`config.mk`:
```
export PLATFORM = sky130hd
export DESIGN_NAME = prc_cell
export DESIGN_NICKNAME = d
export VERILOG_FILES = /design/src/rtl/core/prc_pkg.sv /design/src/rtl/core/prc_cell.sv
export SDC_FILE = /design/constraint.sdc
export NUM_CORES = 1
export LEC_CHECK = 0
export ABC_CLOCK_PERIOD_IN_PS = 8600
export BUFFER_PORTS_ARGS = -buffer_cell sky130_fd_sc_hd__buf_2
export CAP_MARGIN = 5
export CELL_PAD_IN_SITES_DETAIL_PLACEMENT = 0
export CELL_PAD_IN_SITES_GLOBAL_PLACEMENT = 1
export CORE_MARGIN = 8
export CORE_UTILIZATION = 39
export CTS_BUF_LIST = sky130_fd_sc_hd__clkbuf_8
export CTS_CLUSTER_SIZE = 25
export DETAILED_ROUTE_END_ITERATION = 7
export PLACE_DENSITY = 0.92
export SLEW_MARGIN = 20
export SYNTH_ARGS = -nofsm -noshare
export SYNTH_HDL_FRONTEND = slang
export SYNTH_SLANG_ARGS = --single-unit
```
`constraint.sdc`:
```
create_clock -name clk -period 8.6 [get_ports clk]
set_input_delay 0.86 -clock clk [delete_from_list [all_inputs] [get_ports clk]]
set_output_delay 0.86 -clock clk [all_outputs]
set_load 0.01 [all_outputs]
```
`src/rtl/core/prc_pkg.sv`:
```
// shared types and constants of the polar / rectangular converter
// no dependencies; used by every module of the converter

package prc_pkg;

	// conversion codes carried on the action field
	localparam logic ACT_TO_POLAR = 1'b0;
	localparam logic ACT_TO_RECT  = 1'b1;

	// angles as 16-bit fractions of a full turn
	localparam logic [15:0] ANG_ZERO    = 16'h0000;
	localparam logic [15:0] ANG_QUARTER = 16'h4000;
	localparam logic [15:0] ANG_HALF    = 16'h8000;
	localparam logic [15:0] ANG_THREE_Q = 16'hC000;

	// rounding offset from the 32-bit turn accumulator down to 16 bits
	localparam logic [31:0] ANG_ROUND = 32'h0000_8000;

	// 1/K as a 32-bit fraction
	localparam logic [31:0] INV_GAIN = 32'h9B74_EDA8;

	localparam logic [15:0] MAG_MAX  = 16'd46341;
	localparam logic [15:0] SAT_POS  = 16'h7FFF;
	localparam logic [15:0] SAT_NEG  = 16'h8000;

	// integer and growth bits above the datapath fraction
	localparam int GUARD_BITS = 4;

	// atan(2^-i) in 2^32 units per turn
	localparam int ATAN_ENTRIES = 24;
	localparam logic [31:0] ATAN_TURNS [ATAN_ENTRIES] = '{
		32'h20000000, 32'h12E4051E, 32'h09FB385B, 32'h051111D4, 32'h028B0D43, 32'h0145D7E1,
		32'h00A2F61E, 32'h00517C55, 32'h0028BE53, 32'h00145F2F, 32'h000A2F98, 32'h000517CC,
		32'h00028BE6, 32'h000145F3, 32'h0000A2FA, 32'h0000517D, 32'h000028BE, 32'h0000145F,
		32'h00000A30, 32'h00000518, 32'h0000028C, 32'h00000146, 32'h000000A3, 32'h00000051
	};

	// per-transaction data that rides along the cell chain unchanged
	typedef struct packed {
		logic        action;
		logic        bypass;
		logic        half;
		logic [15:0] byp_real;
		logic [15:0] byp_imag;
		logic [15:0] byp_mag;
		logic [15:0] byp_ang;
	} side_t;

	typedef struct packed {
		logic  valid;
		side_t side;
	} ctl_t;

endpackage

```
`src/rtl/core/prc_cell.sv`:
```
// one cordic micro-rotation cell of the chain, vectoring or rotation by transaction
// depends on prc_pkg

module prc_cell #(
	parameter int DATA_WIDTH = 16,
	parameter int IDX        = 0
) (
	input  logic                                             clk,
	input  logic                                             arst_n,
	input  prc_pkg::ctl_t                                    ctl_in,
	input  logic signed [DATA_WIDTH+prc_pkg::GUARD_BITS-1:0] x_in,
	input  logic signed [DATA_WIDTH+prc_pkg::GUARD_BITS-1:0] y_in,
	input  logic signed [31:0]                               z_in,
	input  logic                                             next_hold,
	output logic                                             hold,
	output prc_pkg::ctl_t                                    ctl_out,
	output logic signed [DATA_WIDTH+prc_pkg::GUARD_BITS-1:0] x_out,
	output logic signed [DATA_WIDTH+prc_pkg::GUARD_BITS-1:0] y_out,
	output logic signed [31:0]                               z_out
);

	localparam int W = DATA_WIDTH + prc_pkg::GUARD_BITS;
	localparam logic signed [31:0] ATAN = signed'(prc_pkg::ATAN_TURNS[IDX]);

	logic                valid_q;
	prc_pkg::side_t      side_q;
	logic signed [W-1:0] x_q;
	logic signed [W-1:0] y_q;
	logic signed [31:0]  z_q;

	logic signed [W-1:0] xs;
	logic signed [W-1:0] ys;
	logic signed [W-1:0] x_nx;
	logic signed [W-1:0] y_nx;
	logic signed [31:0]  z_nx;
	logic                pos;

	assign hold = valid_q && next_hold;

	always_comb begin
		xs = x_in >>> IDX;
		ys = y_in >>> IDX;
		// vectoring steers by the sign of y, rotation by the sign of the residual angle
		pos = (ctl_in.side.action == prc_pkg::ACT_TO_POLAR) ? y_in[W-1] : !z_in[31];
		if (pos) begin
			x_nx = x_in - ys;
			y_nx = y_in + xs;
			z_nx = z_in - ATAN;
		end else begin
			x_nx = x_in + ys;
			y_nx = y_in - xs;
			z_nx = z_in + ATAN;
		end
	end

	always_ff @(posedge clk or negedge arst_n) begin
		if (!arst_n) begin
			valid_q <= 1'b0;
		end else if (!hold) begin
			valid_q <= ctl_in.valid;
		end
	end

	always_ff @(posedge clk) begin
		if (!hold && ctl_in.valid) begin
			side_q <= ctl_in.side;
			x_q    <= x_nx;
			y_q    <= y_nx;
			z_q    <= z_nx;
		end
	end

	assign ctl_out.valid = valid_q;
	assign ctl_out.side  = side_q;
	assign x_out         = x_q;
	assign y_out         = y_q;
	assign z_out         = z_q;

endmodule

```
Word-level counts from Yosys, hierarchy flattened
Cells that the tools add are included.

$add $sub $neg: 5. Multiplexer cells: 4. Reduce and logical (&&, ||, !) cells: 4.

Operators with widths (count): 2-to-1 mux 20 bit (2); subtractor 20 bit (2); adder 32 x 31 -> 32 bit (second input constant) (1); 2-to-1 mux 32 bit (1); subtractor 32 x 31 -> 32 bit (second input constant) (1); adder 20 bit (1); logical AND 1 bit (2); zero test 1 bit (2); 2-to-1 mux 1 bit (1).

Register bits after elaboration: 140. Bits of input ports: 143. Output and inout port bits: 141. Logic and storage cells: 24.

Logic depth before layout (Yosys ltp)
Word-level depth: 3. Depth in mapped cells: 11. Mapped depth without buffers: 10.

Worst setup path before layout
No wires, ideal clock.

Path type: input to register. Start point: input port next_hold. End point: register side_q (netlist bit ctl_out[0]) (enable). Setup time: 653 ps. Arrival time: 7138 ps. Required time: 7947 ps. Setup slack: 810 ps. Cell stages on the path: 2. Buffers on the path: 0. Path through: and2_1 > nor2b_1.

Cells in the longest elaborated chain, start to end: 3.

RTL lines: from (decl) (RTL line prc_cell.sv:14) `input logic next_hold,`; logical AND 1 bit (RTL line prc_cell.sv:38) `assign hold = valid_q && next_hold;`; zero test 1 bit (RTL line prc_cell.sv:65) `if (!hold && ctl_in.valid) begin`; logical AND 1 bit (RTL line prc_cell.sv:65); to (signal assigned) (RTL line prc_cell.sv:66) `side_q <= ctl_in.side;`; to (decl) (RTL line prc_cell.sv:26) `prc_pkg::side_t side_q;`.

Every way passes these cells. A chain may end at the register's enable or synchronous reset.

Worst setup path in the final report
Start point: input port x_in[11] (netlist name). End point: register x_q[19] (netlist: x_out[19]), data pin.

Cells in the longest elaborated chain, start to end: 2. Elaborated cells between the ends (all ways): 3. Classes of those cells: add/sub: 2; mux: 1.

RTL lines: from (decl) (RTL line prc_cell.sv:11) `input logic signed [DATA_WIDTH+prc_pkg::GUARD_BITS-1:0] x_in,`; adder 20 bit / subtractor 20 bit (equally long branches) (RTL line prc_cell.sv:50, prc_cell.sv:46); 2-to-1 mux 20 bit * (RTL line prc_cell.sv:45) `if (pos) begin`; net x_nx[19] (RTL line prc_cell.sv:33) `logic signed [W-1:0] x_nx;`; to (signal assigned) (RTL line prc_cell.sv:67) `x_q <= x_nx;`; to (decl) (RTL line prc_cell.sv:27) `logic signed [W-1:0] x_q;`.

Mark *: on every way through the listed nets, which the timed path passes. The rest lies on a longest branch.

==> metrics.md <==
| Metric | Value |
|---|---|
| CTS max path bufs | 2 |
| Congestion Overflow GR | 0 |
| Worst VDD drop | 76.3 uV |
| Fin. max-slew vios | 0 |
| Count leader, synth | edfxtp_1 |
| Yosys cell types | between 60 and 70 |
| Pre-CTS setup slack | 5070 ps |
| Post-Synth Simple-Gate Area | 8.06% |
| First-pass GRT wire length | 32.7 mm |
| Min Clock Period, post-route | between 3000 and 4000 ps |
| Largest net degree at the start of global routing | 87 |
| Post-synthesis adder-cell area fraction | 10.7% |
| Post-synth ARST share | less than 1% |
| Kind of critical path | in -> reg |
| Most instantiated cells after synthesis | edfxtp_1 (138), ha_1 (57), inv_1 (57) |
| Core area | 0.0186 mm^2 |
| Register area share after synthesis | 56.4% |
| Final Wtd Congestion | 0.934 |
| Worst-Margin Slew | 1020 ps |
| Syn Nets | 823 |
| Setup slack after layout | approximately 5500 ps |
| Synth warn | 0 |
| Num CTS Buffers | 17 |
| Fillers | 1679 |
| Outcome | complete, no violations |
| H-tree depth | 4 |
| Top-area cell type share of the netlist area | a little under three fifths |
| Post-DP HPWL | 17.3 mm |
| Worst-path maximum fanout | 16 |
| Setup TNS Final | 0 ps |
| DRC | 0 |
| Clk slew on worst S/H paths | 90 ps |
| Mapped Area | 0.00739 mm^2 |
| Clock skew | 25.4 ps |
| Area growth from synthesis to layout | 27.6% |
| Compound-gate portion of the synthesized area | 14.9% |
| Finish-stage setup viols | 0 |
| Post-Synth XOR/XNOR Area | under 10% |
| Yosys reg bits | about 140 |
| Mean Syn Cell Area | 11.9 um^2 |
| CP Data Required Time | 8770 ps |
| Final antenna-violating net count | 0 |
| Ys flop type | edfxtp_1 |
| Top cells by area, synth | edfxtp_1 (56%), ha_1 (9.7%), xnor2_1 (4.0%) |
| Worst-Skew Late Latency | 430 ps |
| Routed Wire Length | 21.5 mm |
| Number of flops mapped to enable cells by yosys | between 100 and 150 |
| Leading area contributor after synthesis | edfxtp_1 |
| Dpl cell area | between 0.009 and 0.01 mm^2 |
| Largest family of logic cells by synthesized area | compound AO/OA/AOI/OAI gates |
| Initial core utilization | approximately 40% |
| Final hold vios | 0 |
| IO Port Bufs | 283 |
| Proportion of synthesized area in mux cells | less than 1% |
| Pwr Density | 186 mW/mm^2 |
| DRT Pass-1 Iters | 5 |
| Fmax | 0.323 GHz |
| Root Buffer | clkbuf_8 |
| Max-Cap Viols | 0 |
| Critical Path Sink Type | flip-flop |
| CTS tree | done |
| CTS resizes | 0 |
| Vias in the first global route | roughly 5800 |
| CTS sink count | approximately 140 |
| Height of the chip | 154 um |
| Crit share post-route | ~36% |
| GRT Util Overall | 17.6% |
| DR WL/cell | 18.7 um |
| Crit path launch type | input pin |
| Layout cell share with drive strength beyond 1 | between 30 and 40% |
| Worst path arrival time | approximately 3300 ps |
| CTS Hold Bufs | 0 |
| Initial antenna violation count | 1 |
| Cell row count | 50 |
| Num ports | 284 |
| LEAKAGE | around 4 nW |
| Drt initial violations | 594 |
| Worst hold margin | 180 ps |
| Via Count | 5791 |
| Cells after synthesis | 619 |
| Unrepaired setup endpoints after global routing | no |
| Hold Path Class | in -> async |
| Total power | about 1.8 mW |
| Setup repair bufs after CTS | 0 |
| Post-DR vias/cell | ~5 |
| Post-route cell area | around 0.0094 mm^2 |
| Slew margin rel. | 31.9% |
| Die ar. | 0.0236 mm^2 |
| Nets | about 1100 |
| Die Wd | between 150 and 200 um |
layer usage:
layer / up-vias / track usage (%) / wire, um
li1: 2802 / - / -
met1: 2664 / 19.4 / 8130
met2: 291 / 30.9 / 11000
met3: 34 / 4.79 / 1700
met4: 0 / 8.31 / 656
met5: - / 0 / 0
stage by stage:
step | cells | util [%]
2_1_floorplan | 619 | -
3_3_place_gp | 1113 | 48.4
3_5_place_dp | 1113 | 48.4
4_1_cts | 1145 | 50.6
5_1_grt | 1146 | 50.6
6_report | 1146 | 50.6
placed cells by master (no fill, tap or decap), types with 5 or more instances in the layout:
cell      Yosys  routed
o21bai_1     11      11
nor2_1       49      49
edfxtp_1    138     138
o21a_1        6       6
o31ai_1       6       6
nor3_1        7       7
a21o_1        8       8
xnor2_1      34      34
a21oi_1      50      50
nand2b_1      9       9
ha_1         57      57
inv_6         0       6
mux2i_1       5       5
clkbuf_8      0      17
nor2b_1      11      10
o21ai_1       5       5
a211oi_1     11      11
inv_1        57      57
nand2_1      24      24
xor2_1        5       5
o21ai_0      28      28
buf_2         6     283
sequential cells by signal, indices dropped and copies added, names as in the netlist:
register,cells
ctl_out,67
y_out,19
z_out,32
valid_q,1
x_out,20
cell type report:
cell class,count,area [um^2],share of cell area (%)
inverters,59,221,2.35
well taps,234,293,3.10
clock buffers,17,234,2.48
flip-flops and latches,139,4170,44.2
clock inverters,15,175,1.86
diodes,1,2.50,0.0265
repair buffers,287,1450,15.3
multi-input cells,394,2890,30.6
path summary, 6_finish.rpt:
path | from | to | slack [ps] | depth (start not counted)
worst max-delay path | x_in[11] | x_out[19]$_DFFE_PP_ | 5500 | 10
worst min-delay path | arst_n | valid_q$_DFFE_PN0N_ | 180 | 1
worst max register to register | valid_q$_DFFE_PN0N_ | ctl_out[41]$_DFFE_PP_ | 6690 | 3
worst min register to register | valid_q$_DFFE_PN0N_ | valid_q$_DFFE_PN0N_ | 700 | 2
max in group asynchronous | arst_n | valid_q$_DFFE_PN0N_ | 8340 | 1
min in group clk | z_in[3] | z_out[3]$_DFFE_PP_ | 590 | 1
power breakdown:
part           total (mW)  switching, mW  internal [mW]
Sequential          0.827         0.0121          0.815
Clock               0.544          0.275          0.269
Combinational       0.382          0.231          0.150
worst max-delay path, stage by stage:
cell,delay [ps]
buf_2,100
inv_1,50
ha_1,610
nor2b_1,240
a211oi_1,90
o41ai_1,510
o31ai_4,220
a221oi_2,310
o22ai_1,130
xnor2_1,150
cells by family after synthesis:
kind of cell               after synthesis
xor gates and xnor gates                39
DFF                                    139
and+or+nand+nor                        124
muxes                                    5
adders and majority gates               61
buffers and inverters                   86
AOI/OAI and AO/OA                      165
(Power assumes the default switching activity.)
