### src/rtl/core/prc_pkg.sv
// shared types and constants of the polar / rectangular converter
// no dependencies; used by every module of the converter

package prc_pkg;

	// conversion codes carried on the action field
	localparam logic ACT_TO_POLAR = 1'b0;
	localparam logic ACT_TO_RECT  = 1'b1;

	// angles as 16-bit fractions of a full turn
	localparam logic [15:0] ANG_ZERO    = 16'h0000;
	localparam logic [15:0] ANG_QUARTER = 16'h4000;
	localparam logic [15:0] ANG_HALF    = 16'h8000;
	localparam logic [15:0] ANG_THREE_Q = 16'hC000;

	// rounding offset from the 32-bit turn accumulator down to 16 bits
	localparam logic [31:0] ANG_ROUND = 32'h0000_8000;

	// 1/K as a 32-bit fraction
	localparam logic [31:0] INV_GAIN = 32'h9B74_EDA8;

	localparam logic [15:0] MAG_MAX  = 16'd46341;
	localparam logic [15:0] SAT_POS  = 16'h7FFF;
	localparam logic [15:0] SAT_NEG  = 16'h8000;

	// integer and growth bits above the datapath fraction
	localparam int GUARD_BITS = 4;

	// atan(2^-i) in 2^32 units per turn
	localparam int ATAN_ENTRIES = 24;
	localparam logic [31:0] ATAN_TURNS [ATAN_ENTRIES] = '{
		32'h20000000, 32'h12E4051E, 32'h09FB385B, 32'h051111D4, 32'h028B0D43, 32'h0145D7E1,
		32'h00A2F61E, 32'h00517C55, 32'h0028BE53, 32'h00145F2F, 32'h000A2F98, 32'h000517CC,
		32'h00028BE6, 32'h000145F3, 32'h0000A2FA, 32'h0000517D, 32'h000028BE, 32'h0000145F,
		32'h00000A30, 32'h00000518, 32'h0000028C, 32'h00000146, 32'h000000A3, 32'h00000051
	};

	// per-transaction data that rides along the cell chain unchanged
	typedef struct packed {
		logic        action;
		logic        bypass;
		logic        half;
		logic [15:0] byp_real;
		logic [15:0] byp_imag;
		logic [15:0] byp_mag;
		logic [15:0] byp_ang;
	} side_t;

	typedef struct packed {
		logic  valid;
		side_t side;
	} ctl_t;

endpackage

### src/rtl/core/prc_pre.sv
// input stage: axis and zero shortcuts, half-plane fold, scaling to the datapath
// depends on prc_pkg

module prc_pre #(
	parameter int DATA_WIDTH = 16
) (
	input  logic                                                  clk,
	input  logic                                                  arst_n,
	input  logic                                                  in_valid,
	output logic                                                  in_stall,
	input  logic                                                  action,
	input  logic signed [15:0]                                    real_in,
	input  logic signed [15:0]                                    imag_in,
	input  logic        [15:0]                                    magnitude_in,
	input  logic        [15:0]                                    angle_in,
	input  logic                                                  next_hold,
	output prc_pkg::ctl_t                                         ctl_out,
	output logic signed [DATA_WIDTH+prc_pkg::GUARD_BITS-1:0]      x_out,
	output logic signed [DATA_WIDTH+prc_pkg::GUARD_BITS-1:0]      y_out,
	output logic signed [31:0]                                    z_out
);

	localparam int W   = DATA_WIDTH + prc_pkg::GUARD_BITS;
	localparam int LSH = (DATA_WIDTH >= 15) ? DATA_WIDTH - 15 : 0;
	localparam int RSH = (DATA_WIDTH >= 15) ? 0 : 15 - DATA_WIDTH;

	logic                valid_s1;
	prc_pkg::side_t      side_s1;
	logic signed [W-1:0] x_s1;
	logic signed [W-1:0] y_s1;
	logic signed [31:0]  z_s1;

	prc_pkg::side_t      side_d;
	logic signed [16:0]  xv;
	logic signed [16:0]  yv;
	logic signed [31:0]  zv;
	logic signed [16:0]  re17;
	logic signed [16:0]  im17;
	logic signed [16:0]  m17;
	logic        [15:0]  ang_q1;
	logic        [15:0]  ang_fold;
	logic                hold;

	// to the datapath format, floor on a right shift
	function automatic logic signed [W-1:0] to_internal(input logic signed [16:0] v);
		logic signed [W+16:0] wide;
		wide = signed'({{W{v[16]}}, v});
		wide = (wide <<< LSH) >>> RSH;
		return wide[W-1:0];
	endfunction

	assign hold     = valid_s1 && next_hold;
	assign in_stall = hold;

	always_comb begin
		re17     = signed'({real_in[15], real_in});
		im17     = signed'({imag_in[15], imag_in});
		m17      = signed'({1'b0, magnitude_in});
		ang_q1   = angle_in + prc_pkg::ANG_QUARTER;
		ang_fold = angle_in ^ {ang_q1[15], 15'b0};
		side_d   = '0;
		side_d.action = action;
		xv = '0;
		yv = '0;
		zv = '0;
		if (action == prc_pkg::ACT_TO_POLAR) begin
			if (imag_in == 16'sd0) begin
				side_d.bypass  = 1'b1;
				side_d.byp_mag = real_in[15] ? 16'(-re17) : 16'(re17);
				side_d.byp_ang = real_in[15] ? prc_pkg::ANG_HALF : prc_pkg::ANG_ZERO;
			end else if (real_in == 16'sd0) begin
				side_d.bypass  = 1'b1;
				side_d.byp_mag = imag_in[15] ? 16'(-im17) : 16'(im17);
				side_d.byp_ang = imag_in[15] ? prc_pkg::ANG_THREE_Q : prc_pkg::ANG_QUARTER;
			end else begin
				// left half plane: fold onto the right, pi goes back on at the end
				side_d.half = real_in[15];
				xv = real_in[15] ? -re17 : re17;
				yv = real_in[15] ? -im17 : im17;
			end
		end else begin
			unique case (angle_in)
				prc_pkg::ANG_ZERO: begin
					side_d.bypass   = 1'b1;
					side_d.byp_real = magnitude_in[15] ? prc_pkg::SAT_POS : magnitude_in;
				end
				prc_pkg::ANG_QUARTER: begin
					side_d.bypass   = 1'b1;
					side_d.byp_imag = magnitude_in[15] ? prc_pkg::SAT_POS : magnitude_in;
				end
				prc_pkg::ANG_HALF: begin
					side_d.bypass   = 1'b1;
					side_d.byp_real = (magnitude_in > prc_pkg::SAT_NEG) ? prc_pkg::SAT_NEG
						: 16'(-m17);
				end
				prc_pkg::ANG_THREE_Q: begin
					side_d.bypass   = 1'b1;
					side_d.byp_imag = (magnitude_in > prc_pkg::SAT_NEG) ? prc_pkg::SAT_NEG
						: 16'(-m17);
				end
				default: begin
					// angles in the back half turn rotate by pi less, outputs negated
					side_d.half = ang_q1[15];
					xv = m17;
					zv = signed'({ang_fold, 16'b0});
				end
			endcase
		end
	end

	always_ff @(posedge clk or negedge arst_n) begin
		if (!arst_n) begin
			valid_s1 <= 1'b0;
		end else if (!hold) begin
			valid_s1 <= in_valid;
		end
	end

	always_ff @(posedge clk) begin
		if (!hold && in_valid) begin
			side_s1 <= side_d;
			x_s1    <= to_internal(xv);
			y_s1    <= to_internal(yv);
			z_s1    <= zv;
		end
	end

	assign ctl_out.valid = valid_s1;
	assign ctl_out.side  = side_s1;
	assign x_out         = x_s1;
	assign y_out         = y_s1;
	assign z_out         = z_s1;

endmodule

### config.mk
export PLATFORM = sky130hd
export DESIGN_NAME = prc_pre
export DESIGN_NICKNAME = d
export VERILOG_FILES = /design/src/rtl/core/prc_pkg.sv /design/src/rtl/core/prc_pre.sv
export SDC_FILE = /design/constraint.sdc
export NUM_CORES = 1
export LEC_CHECK = 0
export BUFFER_PORTS_ARGS = -buffer_cell sky130_fd_sc_hd__buf_2
export CORE_MARGIN = 8
export CORE_UTILIZATION = 40
export DETAILED_ROUTE_END_ITERATION = 6
export GPL_TIMING_DRIVEN = 0
export PLACE_DENSITY = 0.7
export SETUP_SLACK_MARGIN = 0.4
export SLEW_MARGIN = 20
export SYNTH_ARGS = -nofsm -noshare
export SYNTH_HDL_FRONTEND = slang
export SYNTH_SLANG_ARGS = --single-unit
### constraint.sdc
create_clock -name clk -period 10.7 [get_ports clk]
set_clock_uncertainty 0.1 [all_clocks]
set_input_delay 2.14 -clock clk [delete_from_list [all_inputs] [get_ports clk]]
set_output_delay 2.14 -clock clk [all_outputs]
set_load 0.005 [all_outputs]
After elaboration in Yosys (flattened, before gate mapping)
Index checks and enable logic that the tools add are counted.
{ "totals": {"ramBits": 0, "out_inout_bits": 141, "latchBits": 0, "romBits": 0, "memories": 0, "register_bits": 134, "word_cells": 58, "in_bits": 69} }
{ "op_classes": {"div_mod_pow": 0, "reduce_logical": 9, "shifts": 0, "magnitude_cmp": 1, "muxes": 26, "n_bitwise": 2, "addsub": 4, "multipliers": 0, "eq_ne": 3} }
{ "ops": {"columns": ["op", "count"], "rows": [
  ["$mux W17", 8],
  ["$mux W16", 6],
  ["$mux W32", 2],
  ["$pmux W16 S2", 2],
  ["$logic_not A16 Y1", 3],
  ["$neg A16 Y17", 2],
  ["$eq A16 B16 Y1 const B", 2],
  ["$add A16 B15 Y16 const B", 1],
  ["$eq A16 B15 Y1 const B", 1],
  ["$gt A16 B16 Y1 const B", 1],
  ["$neg A16 Y16", 1],
  ["$xor A16 B16 Y16", 1],
  ["$mux W15", 1],
  ["$mux W1", 6],
  ["$reduce_or A5 Y1", 1],
  ["$reduce_or A4 Y1", 1],
  ["$reduce_or A3 Y1", 1],
  ["$logic_and A1 B1 Y1", 2],
  ["$mux W2", 1],
  ["$logic_not A1 Y1", 1],
  ["$not A1 Y1", 1]
]} }

Longest topological paths before layout
{ "logic_depth": {"depth_word": 5, "ltp_mapped": 10, "ltp_nobuf": 8} }

Worst setup path after synthesis
OpenSTA, ideal clock, no wires.
{ "synth_path": {"path_kind": "input -> register", "startpoint": "input port next_hold", "endpoint": "register side_s1, in the netlist ctl_out[14] (enable)", "setup_slack_ns": 3.145, "path_buffers": 0, "arrival_time_ns": 6.877, "required_time_ns": 10.022, "cell_stages": 2, "setup_time_ns": 0.578, "cell_sequence": "and2_1 -> nor2b_1"} }
{ "synth_via": {"elab_chain_cells": 3} }
{ "synth_rtl": {"columns": ["item", "line", "rtl"], "rows": [
  ["start: declaration", "prc_pre.sv:16", "input logic next_hold,"],
  ["$logic_and A1 B1 Y1", "prc_pre.sv:52", "assign hold = valid_s1 && next_hold;"],
  ["$logic_not A1 Y1", "prc_pre.sv:120", "if (!hold && in_valid) begin"],
  ["$logic_and A1 B1 Y1", "prc_pre.sv:120", null],
  ["end signal: assignment", "prc_pre.sv:121", "side_s1 <= side_d;"],
  ["end: declaration", "prc_pre.sv:28", "prc_pkg::side_t side_s1;"]
]} }
No other way between the ends.
A chain may end at the register's enable or synchronous reset.

Worst setup path in the final report
{ "layout_path": {"startpoint": "input port next_hold", "endpoint": "output port in_stall"} }
{ "layout_via": {"elab_chain_cells": 1} }
{ "layout_rtl": {"columns": ["item", "line", "rtl"], "rows": [
  ["$logic_and A1 B1 Y1", "prc_pre.sv:52", null],
  ["end: declaration", "prc_pre.sv:10", "output logic in_stall,"]
]} }
No other way between the ends.

==> impl_metrics.tcl <==
set metrics [dict create \
    cp_data_required_time_ns 8.46 \
    netlist.area_leader.share 0.498 \
    fill_cells 1441 \
    ys_ff_latch 104 \
    slew_violations 0 \
    core_um2 15200 \
    rr_endpoint "x_out[11]" \
    numCtsBuffers 9 \
    path_class "input pin to primary output" \
    grt_pass1_wl_um 29400 \
    wl_met2_um 8910 \
    grt_max_degree 29 \
    layout_common_cells "buf_2, edfxtp_1, nor2_1, o21ai_0, nand2_1" \
    grt_pass1_vias 5289 \
    gp_congestion 0.921 \
    cts_tree "done" \
    min_to "valid_s1" \
    fmax_mhz 209 \
    clk_pin_slew_ns 0.07 \
    antenna_found_initial 8 \
    slew_headroom 0.266 \
    yosysWarnings 0 \
    cts-root-buf "clkbuf_16" \
    worstSetupStartpointType "input pin" \
    cp_max_fo 3 \
    cts_sinks 104 \
    hold_path.startpoint "valid_s1" \
    tns_ns 0 \
    status "finished clean" \
    final_common_cell "buf_2" \
    clock_tree.buffer_depth 2 \
    drv_cap 0 \
    ys.flop_type "edfxtp_1" \
    start_util 0.408 \
    wl_met1_um 8040 \
    hold_viol_final 0 \
    clk_latency_ns 0.35 \
    power.density_nw_per_um2 128 \
    h-tree-depth 3 \
    route.met3.wl_um 2060 \
    yosys-top-cells-area "edfxtp_1, buf_4, o21ai_0" \
    vdd_drop_max_mv 0.0762 \
    cts-resized-gates 0 \
    worst_setup_path_end_kind "primary output" \
    dr.max_layer_used "met5" \
    cts-hold-fix-buffers 0 \
    async_flop_share 0.00962 \
    wirelength_um 19300 \
    first_pass_iters 5 \
    wl_per_cell_um 18.9 \
    leakagePower_nw 3.15 \
    synth_edf_count 103 \
    dieArea_um2 19800 \
    die_h_um 141 \
    hold_depth 2 \
    reg2regPathDepth 3 \
    via_per_inst 5.27 \
    fin_nets 906 \
    drtAntennaViolNets 0 \
    io_pins 210 \
    die_x_um 141 \
    hold_class "flop to flop" \
    setup_slack_ns 5.92 \
    drtIter0Drc 424 \
    num_rows 45 \
    grt.overflow.total 0 \
    period_share 0.446 \
    cp.arrival_ns 2.54 \
    rrSetupSlack_ns 8.76 \
    vias 5401 \
    areaGrowthSynthToFinish_pct 25.5 \
    synth.yosys.seq_area_share 0.502 \
    syn_area_um2 6210 \
    fin_crit_ns 4.78 \
    port_buffers 167 \
    drive_gt1_frac 0.300 \
    synthDistinctLibCells 62 \
    dp_hpwl_um 15000 \
    power.total_mw 0.995 \
    worstReg2RegStart "valid_s1" \
    postCtsSetupBuffers 0 \
    synth.largest_area_cell "edfxtp_1" \
    place_ws_ns 5.79 \
    grt_setup_unrepaired "no" \
    drt_drc_violations_left 0 \
    synth.avg_cell_area_um2 10.1 \
    setup_viol 0 \
    grt_usage 0.190 \
    worst_pin_slew_ns 1.10 \
    netlist_instances 616 \
]
==> worst max-delay path by stage <==
stage | from | endpoint | slack [ns]
after detailed placement | imag_in[0] | x_out[12] | 5.79
after floorplan | next_hold | ctl_out[14] | 3.14
after CTS | next_hold | in_stall | 5.92
after global placement | next_hold | ctl_out[22] | 1.04
after global routing | next_hold | in_stall | 5.89
final | next_hold | in_stall | 5.92
==> through the flow <==
stage,area (um^2),instances,hold WS [ns],utilization
3_3_place_gp,7400,1002,0.513,0.487
5_1_grt,7790,1024,0.652,0.512
2_1_floorplan,6320,647,0.517,-
4_1_cts,7780,1021,0.602,0.512
3_5_place_dp,7460,1005,0.583,0.491
6_report,7790,1025,0.599,0.513
==> synth_stat cells, drive strengths merged, types with 4 or more instances <==
| library cell | count |
|---|---|
| nand2b | 4 |
| ha | 9 |
| nor4 | 15 |
| clkbuf | 26 |
| buf | 52 |
| or2 | 5 |
| or3 | 8 |
| or4 | 7 |
| o31ai | 10 |
| edfxtp | 103 |
| xnor2 | 22 |
| nand2 | 52 |
| xor2 | 25 |
| o41ai | 7 |
| nand4 | 7 |
| nor3 | 10 |
| and2 | 23 |
| o22a | 4 |
| a21oi | 37 |
| inv | 15 |
| nand3 | 8 |
| a31oi | 4 |
| o21ai | 54 |
| o22ai | 4 |
| nor2 | 55 |
==> sequential cells by signal, summed over array words and instances, names as in the netlist <==
signal	flops
ctl_out	53
y_out	17
x_out	17
valid_s1	1
z_out	16
==> layout make-up <==
class | count | area (um^2) | area share
buffer | 79 | 489 | 0.0628
sequential | 104 | 3120 | 0.400
inverter | 15 | 56.3 | 0.00723
timing repair buffer | 170 | 896 | 0.115
clock inverter | 7 | 93.8 | 0.0120
tap | 188 | 235 | 0.0302
clock buffer | 9 | 225 | 0.0289
multi-input combinational | 449 | 2670 | 0.342
antenna | 4 | 10.0 | 0.00128
==> worst max-delay path, cell delays in order <==
cell	delay [ns]
buf_2	0.09
and2_1	0.17
buf_2	0.14
==> power breakdown <==
| group | total (mW) | switching, mW | internal [mW] | leakage, nW |
|---|---|---|---|---|
| Sequential | 0.477 | 0.00524 | 0.472 | 1.03 |
| Combinational | 0.158 | 0.0948 | 0.0636 | 1.96 |
| Clock | 0.360 | 0.154 | 0.206 | 0.159 |
| Total | 0.995 | 0.254 | 0.742 | 3.15 |
==> per-layer routing <==
metal	vias to the layer above	GRT usage
li1	2602	-
met3	29	0.0756
met2	240	0.308
met4	10	0.0520
met1	2520	0.232
met5	-	0
==> cells by family after synthesis <==
group	share of synthesized area
simple gates	0.176
compound gates	0.142
flops	0.502
buf+inv	0.0879
xor+xnor	0.0663
fa+ha+maj	0.0181
mux	0.00665
other cells	0.000604
Power figures use the tool's default switching activity.
