$ cat config.mk
export PLATFORM = sky130hd
export DESIGN_NAME = prc_post
export DESIGN_NICKNAME = d
export VERILOG_FILES = /design/src/rtl/core/prc_pkg.sv /design/src/rtl/core/prc_post.sv
export SDC_FILE = /design/constraint.sdc
export NUM_CORES = 2
export LEC_CHECK = 0
export ABC_AREA = 0
export BUFFER_PORTS_ARGS = -buffer_cell sky130_fd_sc_hd__buf_2
export CORE_MARGIN = 4
export CORE_UTILIZATION = 64
export DETAILED_ROUTE_END_ITERATION = 10
export PLACE_DENSITY = 0.83
export SLEW_MARGIN = 20
export SYNTH_ARGS = -nofsm -noshare
export SYNTH_HDL_FRONTEND = slang
export SYNTH_SLANG_ARGS = --single-unit
$ cat constraint.sdc
create_clock -name clk -period 7.8 [get_ports clk]
set_input_delay 0.39 -clock clk [delete_from_list [all_inputs] [get_ports clk]]
set_output_delay 0.39 -clock clk [all_outputs]
set_load 0.02 [all_outputs]
$ cat src/rtl/core/prc_pkg.sv
// shared types and constants of the polar / rectangular converter
// no dependencies; used by every module of the converter

package prc_pkg;

	// conversion codes carried on the action field
	localparam logic ACT_TO_POLAR = 1'b0;
	localparam logic ACT_TO_RECT  = 1'b1;

	// angles as 16-bit fractions of a full turn
	localparam logic [15:0] ANG_ZERO    = 16'h0000;
	localparam logic [15:0] ANG_QUARTER = 16'h4000;
	localparam logic [15:0] ANG_HALF    = 16'h8000;
	localparam logic [15:0] ANG_THREE_Q = 16'hC000;

	// rounding offset from the 32-bit turn accumulator down to 16 bits
	localparam logic [31:0] ANG_ROUND = 32'h0000_8000;

	// 1/K as a 32-bit fraction
	localparam logic [31:0] INV_GAIN = 32'h9B74_EDA8;

	localparam logic [15:0] MAG_MAX  = 16'd46341;
	localparam logic [15:0] SAT_POS  = 16'h7FFF;
	localparam logic [15:0] SAT_NEG  = 16'h8000;

	// integer and growth bits above the datapath fraction
	localparam int GUARD_BITS = 4;

	// atan(2^-i) in 2^32 units per turn
	localparam int ATAN_ENTRIES = 24;
	localparam logic [31:0] ATAN_TURNS [ATAN_ENTRIES] = '{
		32'h20000000, 32'h12E4051E, 32'h09FB385B, 32'h051111D4, 32'h028B0D43, 32'h0145D7E1,
		32'h00A2F61E, 32'h00517C55, 32'h0028BE53, 32'h00145F2F, 32'h000A2F98, 32'h000517CC,
		32'h00028BE6, 32'h000145F3, 32'h0000A2FA, 32'h0000517D, 32'h000028BE, 32'h0000145F,
		32'h00000A30, 32'h00000518, 32'h0000028C, 32'h00000146, 32'h000000A3, 32'h00000051
	};

	// per-transaction data that rides along the cell chain unchanged
	typedef struct packed {
		logic        action;
		logic        bypass;
		logic        half;
		logic [15:0] byp_real;
		logic [15:0] byp_imag;
		logic [15:0] byp_mag;
		logic [15:0] byp_ang;
	} side_t;

	typedef struct packed {
		logic  valid;
		side_t side;
	} ctl_t;

endpackage

$ cat src/rtl/core/prc_post.sv
// output stages: gain removal in split partial products, rounding, saturation, angle
// depends on prc_pkg

module prc_post #(
	parameter int DATA_WIDTH = 16
) (
	input  logic                                             clk,
	input  logic                                             arst_n,
	input  prc_pkg::ctl_t                                    ctl_in,
	input  logic signed [DATA_WIDTH+prc_pkg::GUARD_BITS-1:0] x_in,
	input  logic signed [DATA_WIDTH+prc_pkg::GUARD_BITS-1:0] y_in,
	input  logic signed [31:0]                               z_in,
	output logic                                             hold,
	output logic                                             out_valid,
	input  logic                                             out_stall,
	output logic signed [15:0]                               real_out,
	output logic signed [15:0]                               imag_out,
	output logic        [15:0]                               magnitude_out,
	output logic        [15:0]                               angle_out
);

	localparam int W    = DATA_WIDTH + prc_pkg::GUARD_BITS;
	localparam int LO_W = (W + 1) / 2;
	localparam int HI_W = W - LO_W;
	localparam int S    = DATA_WIDTH + 17;
	localparam int SW   = W + 33;
	localparam int G_W  = SW - S;
	localparam logic [SW-1:0] RND = SW'(1) << (S - 1);

	logic                 valid_s1;
	prc_pkg::side_t       side_s1;
	logic [LO_W+31:0]     plx_s1;
	logic [HI_W+31:0]     phx_s1;
	logic [LO_W+31:0]     ply_s1;
	logic [HI_W+31:0]     phy_s1;
	logic                 sx_s1;
	logic                 sy_s1;
	logic [15:0]          ang_s1;

	logic                 valid_s2;
	logic [15:0]          real_s2;
	logic [15:0]          imag_s2;
	logic [15:0]          mag_s2;
	logic [15:0]          ang_s2;

	logic [W-1:0]         ax;
	logic [W-1:0]         ay;
	logic [31:0]          a32;
	logic [31:0]          a32_rnd;
	logic [G_W-1:0]       gx;
	logic [G_W-1:0]       gy;
	logic [15:0]          real_d;
	logic [15:0]          imag_d;
	logic [15:0]          mag_d;
	logic [15:0]          ang_d;
	logic                 hold_s1;
	logic                 hold_s2;

	function automatic logic [G_W-1:0] gain_round(input logic [HI_W+31:0] ph,
			input logic [LO_W+31:0] pl);
		logic [SW-1:0] sum;
		sum = (SW'(ph) << LO_W) + SW'(pl) + RND;
		return sum[SW-1:S];
	endfunction

	function automatic logic [15:0] sat_signed(input logic [G_W-1:0] g, input logic neg);
		logic [15:0] r;
		if (neg) begin
			r = (g > G_W'(prc_pkg::SAT_NEG)) ? prc_pkg::SAT_NEG : 16'(-g[15:0]);
		end else begin
			r = (g > G_W'(prc_pkg::SAT_POS)) ? prc_pkg::SAT_POS : g[15:0];
		end
		return r;
	endfunction

	assign hold_s2 = valid_s2 && out_stall;
	assign hold_s1 = valid_s1 && hold_s2;
	assign hold    = hold_s1;

	always_comb begin
		ax = x_in[W-1] ? W'(-x_in) : W'(x_in);
		ay = y_in[W-1] ? W'(-y_in) : W'(y_in);
		// pi goes back on for a folded left-half-plane vector
		a32 = z_in + {ctl_in.side.half && (ctl_in.side.action == prc_pkg::ACT_TO_POLAR),
			31'b0};
		a32_rnd = a32 + prc_pkg::ANG_ROUND;
	end

	always_ff @(posedge clk or negedge arst_n) begin
		if (!arst_n) begin
			valid_s1 <= 1'b0;
		end else if (!hold_s1) begin
			valid_s1 <= ctl_in.valid;
		end
	end

	always_ff @(posedge clk) begin
		if (!hold_s1 && ctl_in.valid) begin
			side_s1 <= ctl_in.side;
			plx_s1  <= (LO_W+32)'(ax[LO_W-1:0]) * (LO_W+32)'(prc_pkg::INV_GAIN);
			phx_s1  <= (HI_W+32)'(ax[W-1:LO_W]) * (HI_W+32)'(prc_pkg::INV_GAIN);
			ply_s1  <= (LO_W+32)'(ay[LO_W-1:0]) * (LO_W+32)'(prc_pkg::INV_GAIN);
			phy_s1  <= (HI_W+32)'(ay[W-1:LO_W]) * (HI_W+32)'(prc_pkg::INV_GAIN);
			sx_s1   <= x_in[W-1];
			sy_s1   <= y_in[W-1];
			ang_s1  <= a32_rnd[31:16];
		end
	end

	always_comb begin
		gx     = gain_round(phx_s1, plx_s1);
		gy     = gain_round(phy_s1, ply_s1);
		real_d = '0;
		imag_d = '0;
		mag_d  = '0;
		ang_d  = '0;
		if (side_s1.bypass) begin
			real_d = side_s1.byp_real;
			imag_d = side_s1.byp_imag;
			mag_d  = side_s1.byp_mag;
			ang_d  = side_s1.byp_ang;
		end else if (side_s1.action == prc_pkg::ACT_TO_POLAR) begin
			if (!sx_s1) begin
				mag_d = (gx > G_W'(prc_pkg::MAG_MAX)) ? prc_pkg::MAG_MAX : gx[15:0];
			end
			ang_d = ang_s1;
		end else begin
			real_d = sat_signed(gx, sx_s1 ^ side_s1.half);
			imag_d = sat_signed(gy, sy_s1 ^ side_s1.half);
		end
	end

	always_ff @(posedge clk or negedge arst_n) begin
		if (!arst_n) begin
			valid_s2 <= 1'b0;
		end else if (!hold_s2) begin
			valid_s2 <= valid_s1;
		end
	end

	always_ff @(posedge clk) begin
		if (!hold_s2 && valid_s1) begin
			real_s2 <= real_d;
			imag_s2 <= imag_d;
			mag_s2  <= mag_d;
			ang_s2  <= ang_d;
		end
	end

	assign out_valid     = valid_s2;
	assign real_out      = signed'(real_s2);
	assign imag_out      = signed'(imag_s2);
	assign magnitude_out = mag_s2;
	assign angle_out     = ang_s2;

endmodule
; ---- After elaboration in Yosys (flattened, before gate mapping)
; Index checks and enable logic that the tools add are counted.
[totals]
regBits = 307
latchBits = 0
mem_bits_rw = 0
mem_bits_ro = 0
in_bits = 143
out_inout_bits = 66
wordCells = 67
memories = 0
[classes]
add_sub_neg = 10
mul = 4
div = 0
n_lt_le_gt_ge = 5
eq_ne = 0
shift = 0
muxes = 18
n_bitwise = 3
n_reduce_logical = 7
[ops]
columns = cell, n
row1 = $mux 16, 16
row2 = $mul 10x29->39 const B, 4
row3 = $add 52x42->53, 2
row4 = $add 53x33->53 const B, 2
row5 = $gt 20x16->1 const B, 3
row6 = $gt 20x15->1 const B, 2
row7 = $mux 20, 2
row8 = $neg 20->20, 2
row9 = $add 32x16->32 const B, 1
row10 = $add 32x32->32, 1
row11 = $neg 16->16, 2
row12 = $logic_and 1x1->1, 5
row13 = $logic_not 1->1, 2
row14 = $xor 1x1->1, 2
row15 = $not 1->1, 1

; ---- Logic depth before layout (Yosys ltp)
[depth]
ltp_word = 7
depth_mapped = 30
ltp_nobuf = 30

; ---- Worst setup path after synthesis
; OpenSTA, ideal clock, no wires.
[synth_timing]
path_kind = in2reg
start = in x_in[0] (netlist name)
end = reg phx_s1[38], data pin
setup_time_ns = 0.266
arrival_ns = 7.561
path_slack_ns = -0.027
stages = 30
cell_sequence = inv_1 -> ha_1 -> nand3b_1 -> or3_1 -> or4_1 -> inv_1 -> nand2_1 -> o21ai_0 -> xnor2_1 -> ha_1 -> inv_1 -> fa_1 -> inv_1 -> fa_1 -> fa_1 -> inv_1 -> fa_1 -> inv_1 -> ha_1 -> o21a_1 -> nor2_1 -> o31a_1 -> a311oi_1 -> a21o_1 -> a2111o_1 -> a31oi_1 -> o21ai_0 -> a2111oi_0 -> nor3_1 -> xor2_1
[synth_between]
elab_chain_len = 3
[synth_rtl]
columns = item, line
row1 = start: declaration, prc_post.sv:10  ; input logic signed [DATA_WIDTH+prc_pkg::GUARD_BITS-1:0] x_in,
row2 = $neg 20->20, prc_post.sv:81  ; ax = x_in[W-1] ? W'(-x_in) : W'(x_in);
row3 = $mux 20, prc_post.sv:81
row4 = $mul 10x29->39, prc_post.sv:101  ; phx_s1 <= (HI_W+32)'(ax[W-1:LO_W]) * (HI_W+32)'(prc_pkg::INV_GAIN);
row5 = end signal: assignment, prc_post.sv:101
row6 = end: declaration, prc_post.sv:33  ; logic [HI_W+31:0] phx_s1;
; Every way passes these cells.
; A chain may end at the register's enable or synchronous reset.

; ---- Final worst setup path
[layout_timing]
start = in x_in[0] (netlist name)
end = reg phx_s1[41], data pin
; The elaborated chain is that of the path after synthesis.

==> results by group <==
Status
  • Status: finished, final reports clean

Timing
  • Final hold slack: approximately 0.013 ns
  • Slew @ Worst Pin: roughly 1.0 ns
  • RSZ-0062 raised after global routing: false
  • Tmin final: approximately 7.3 ns
  • Rel. slew slack: 0.320
  • Final count of hold timing violations: 0
  • Pins Over Slew Limit: 0
  • Ratio of final minimum period to clock period: 0.938
  • Fin Setup TNS: 0 ns
  • Clk_skew: 0.0309 ns
  • Setup violations, final: 0
  • Max Fclk: 137 MHz

Worst hold path
  • Min-delay worst type: input port to flop
  • HP Start: ctl_in[10]
  • Hold path cells: 1
  • Min-Delay Endpoint: side_s1[10]

Yosys
  • Seq/Total Area, Yosys: 0.251
  • Yosys cell types: around 100
  • Mapped Nets: about 4300
  • Synth Flop Type: edfxtp_1
  • Cells after Synth: 3273
  • Post-synth EDFFs: between 200 and 300
  • Synth async-reset ratio: 0.00697
  • FF+latch count, synth: 287
  • Synth warnings: 0
  • Syn Std Cell Area: about 34000 um2
  • Mapped Avg Cell Area: 10.5 um2

Global routing
  • Number of global-route vias before repair: 27131
  • GRT overflow: 0
  • Initial antenna violation count: 2
  • First-pass GRT wire length: 138000 um
  • Largest net degree at the start of global routing: 76
  • Total GRT Usage: 0.303

CTS
  • Number of CTS-inserted buffers: 35
  • Clk slew on worst S/H paths: 0.06 ns
  • Clock latency on the worst-skew pair: 0.56 ns
  • Longest Clk Path Bufs: 3
  • CTS H-tree lvls: 2
  • Post-CTS setup buffer count: 0
  • CTS tree: yes
  • Root buffer cell: clkbuf_16
  • Clock sinks: 287

Critical path
  • Worst endpoint data arrival time: 7.61 ns
  • Worst setup EP type: flop
  • Startpoint types: input port
  • CP peak stage delay: 0.57 ns
  • R2R Path Start: ply_s1[19]
  • Required time worst endpoint: 8.09 ns
  • Reg-to-Reg End: imag_out[13]
  • Flop2flop setup slack: 2.76 ns
  • R2R depth: 15
  • Largest fanout on the critical path: 5
  • CP Class: input port to flop
  • Worst path slowest cell: fa_1

Detailed routing
  • ANT nets after route: 0
  • Final wirelength: between 80000 and 90000 um
  • Residual DRC: 0
  • DR pass1 iterations: 6
  • Vias per inst: slightly below 6
  • Routed len/inst: ~19 um
  • Starting DRC count in detailed routing: 2218
  • Vias after detailed routing: 25796

Die
  • # IOs: about 210
  • Core area: 52800 um2
  • Initial core utilization: 0.649
  • Die extent in y: 239 um
  • Die Width: 239 um
  • Rows: 84
  • Die Area: ~57000 um2

Placement
  • Area post-placement: 37400 um2
  • Final HPWL DP: 70900 um
  • PortBufs: 193
  • Gpl congestion: 0.990
  • DP Cell Count: around 4300

Final layout
  • Nets: 4708
  • Post-layout instance area: ~39000 um2
  • Commonest non-fill, non-tap cell in the layout: inv_1
  • Most frequent cells in the layout: inv_1 (638), ha_1 (513), fa_1 (379)
  • Layout cells sized above 1: 0.135
  • Synth-to-layout area growth: 13.0%
  • Final Non-Filler Cells: ~4400

Flow run
  • Max_cap viols: 0
-- critical path: cells and delay by family --
kind	cells	cell delay (ns)
adder cells (fa/ha/maj)	7	3.03
AND/OR/NAND/NOR	12	2.73
buffers and inverters	8	0.67
AO/OA/AOI/OAI	2	0.44
XOR/XNOR	2	0.37
-- sequential cells by signal (all words and copies together) (netlist names) --
name and cells:
phx_s1 39, angle_out 16, phy_s1 39, valid_s1 1
magnitude_out 16, ang_s1 16, sx_s1 1, plx_s1 29
imag_out 16, sy_s1 1, ply_s1 29, side_s1 67
out_valid 1, real_out 16
-- routing by layer --
| layer | global-route usage | vias up | wire length, um |
|---|---|---|---|
| met5 | 0 | - | 0 |
| met4 | 0.0957 | 0 | 2870 |
| met3 | 0.0389 | 196 | 5580 |
| met2 | 0.531 | 1000 | 41900 |
| met1 | 0.395 | 12513 | 34900 |
| li1 | - | 12087 | - |
-- synthesized netlist by cell type, types with 22 or more instances --
cell / n / area [um2]
o21bai_1: 27 / 203
o21ai_0: 107 / 536
nand2_1: 142 / 533
a21oi_1: 167 / 836
nand2b_1: 27 / 169
nand4_1: 32 / 200
o21a_1: 34 / 255
xor2_1: 52 / 455
ha_1: 513 / 6420
nand3_1: 55 / 275
xnor2_1: 125 / 1090
fa_1: 379 / 7590
a21o_1: 90 / 676
nor2_1: 141 / 529
clkbuf_1: 28 / 105
a211oi_1: 23 / 173
o31ai_1: 22 / 165
a22o_1: 22 / 193
inv_1: 639 / 2400
nor3_1: 60 / 300
edfxtp_1: 285 / 8560
-- worst max path at each step --
stage	depth (start not counted)	start	to
after floorplan	30	x_in[0]	phx_s1[38]
after global placement	30	x_in[3]	phx_s1[38]
after detailed placement	30	x_in[3]	phx_s1[38]
after CTS	30	x_in[3]	phx_s1[38]
after global routing	30	x_in[3]	phx_s1[38]
final	31	x_in[0]	phx_s1[41]
-- what timing repair did --
| action | 4_1_cts | 5_1_grt |
|---|---|---|
| resized for setup | 0 | 6 |
| hold buffers | 17 | 1 |
| setup endpoints to repair | 0 | 4 |
| endpoints found under the hold margin | 18 | 1 |
-- final cells by class --
type / count / area [um2]
clock inverter: 20 / 221
inverter: 640 / 2410
antenna: 2 / 5.00
multi-input combinational: 2310 / 23100
tap: 688 / 861
timing repair buffer: 399 / 2560
sequential: 287 / 8610
fill: 3635 / 14100
clock buffer: 41 / 908
-- cells by family (layout without fill, tap and decap cells) --
group	Yosys count	in the layout	synth area share
flip-flops	287	287	0.251
adder cells (fa/ha/maj)	892	892	0.409
AND/OR/NAND/NOR	573	573	0.0830
AO/OA/AOI/OAI	652	652	0.131
multiplexers	14	14	0.00475
buffers and inverters	676	1100	0.0743
other	0	2	0
XOR/XNOR	179	179	0.0462
-- stage by stage --
stage | utilization | setup WS, ns
after CTS | 0.733 | 0.304
after detailed placement | 0.708 | -0.260
after floorplan | - | 0.186
after global placement | 0.708 | -0.103
final | 0.734 | 0.485
after global routing | 0.734 | 0.0641
Power is left out: the tool's default activity adds up to more than one toggle a clock period on the data nets, which glitch-free logic cannot reach.
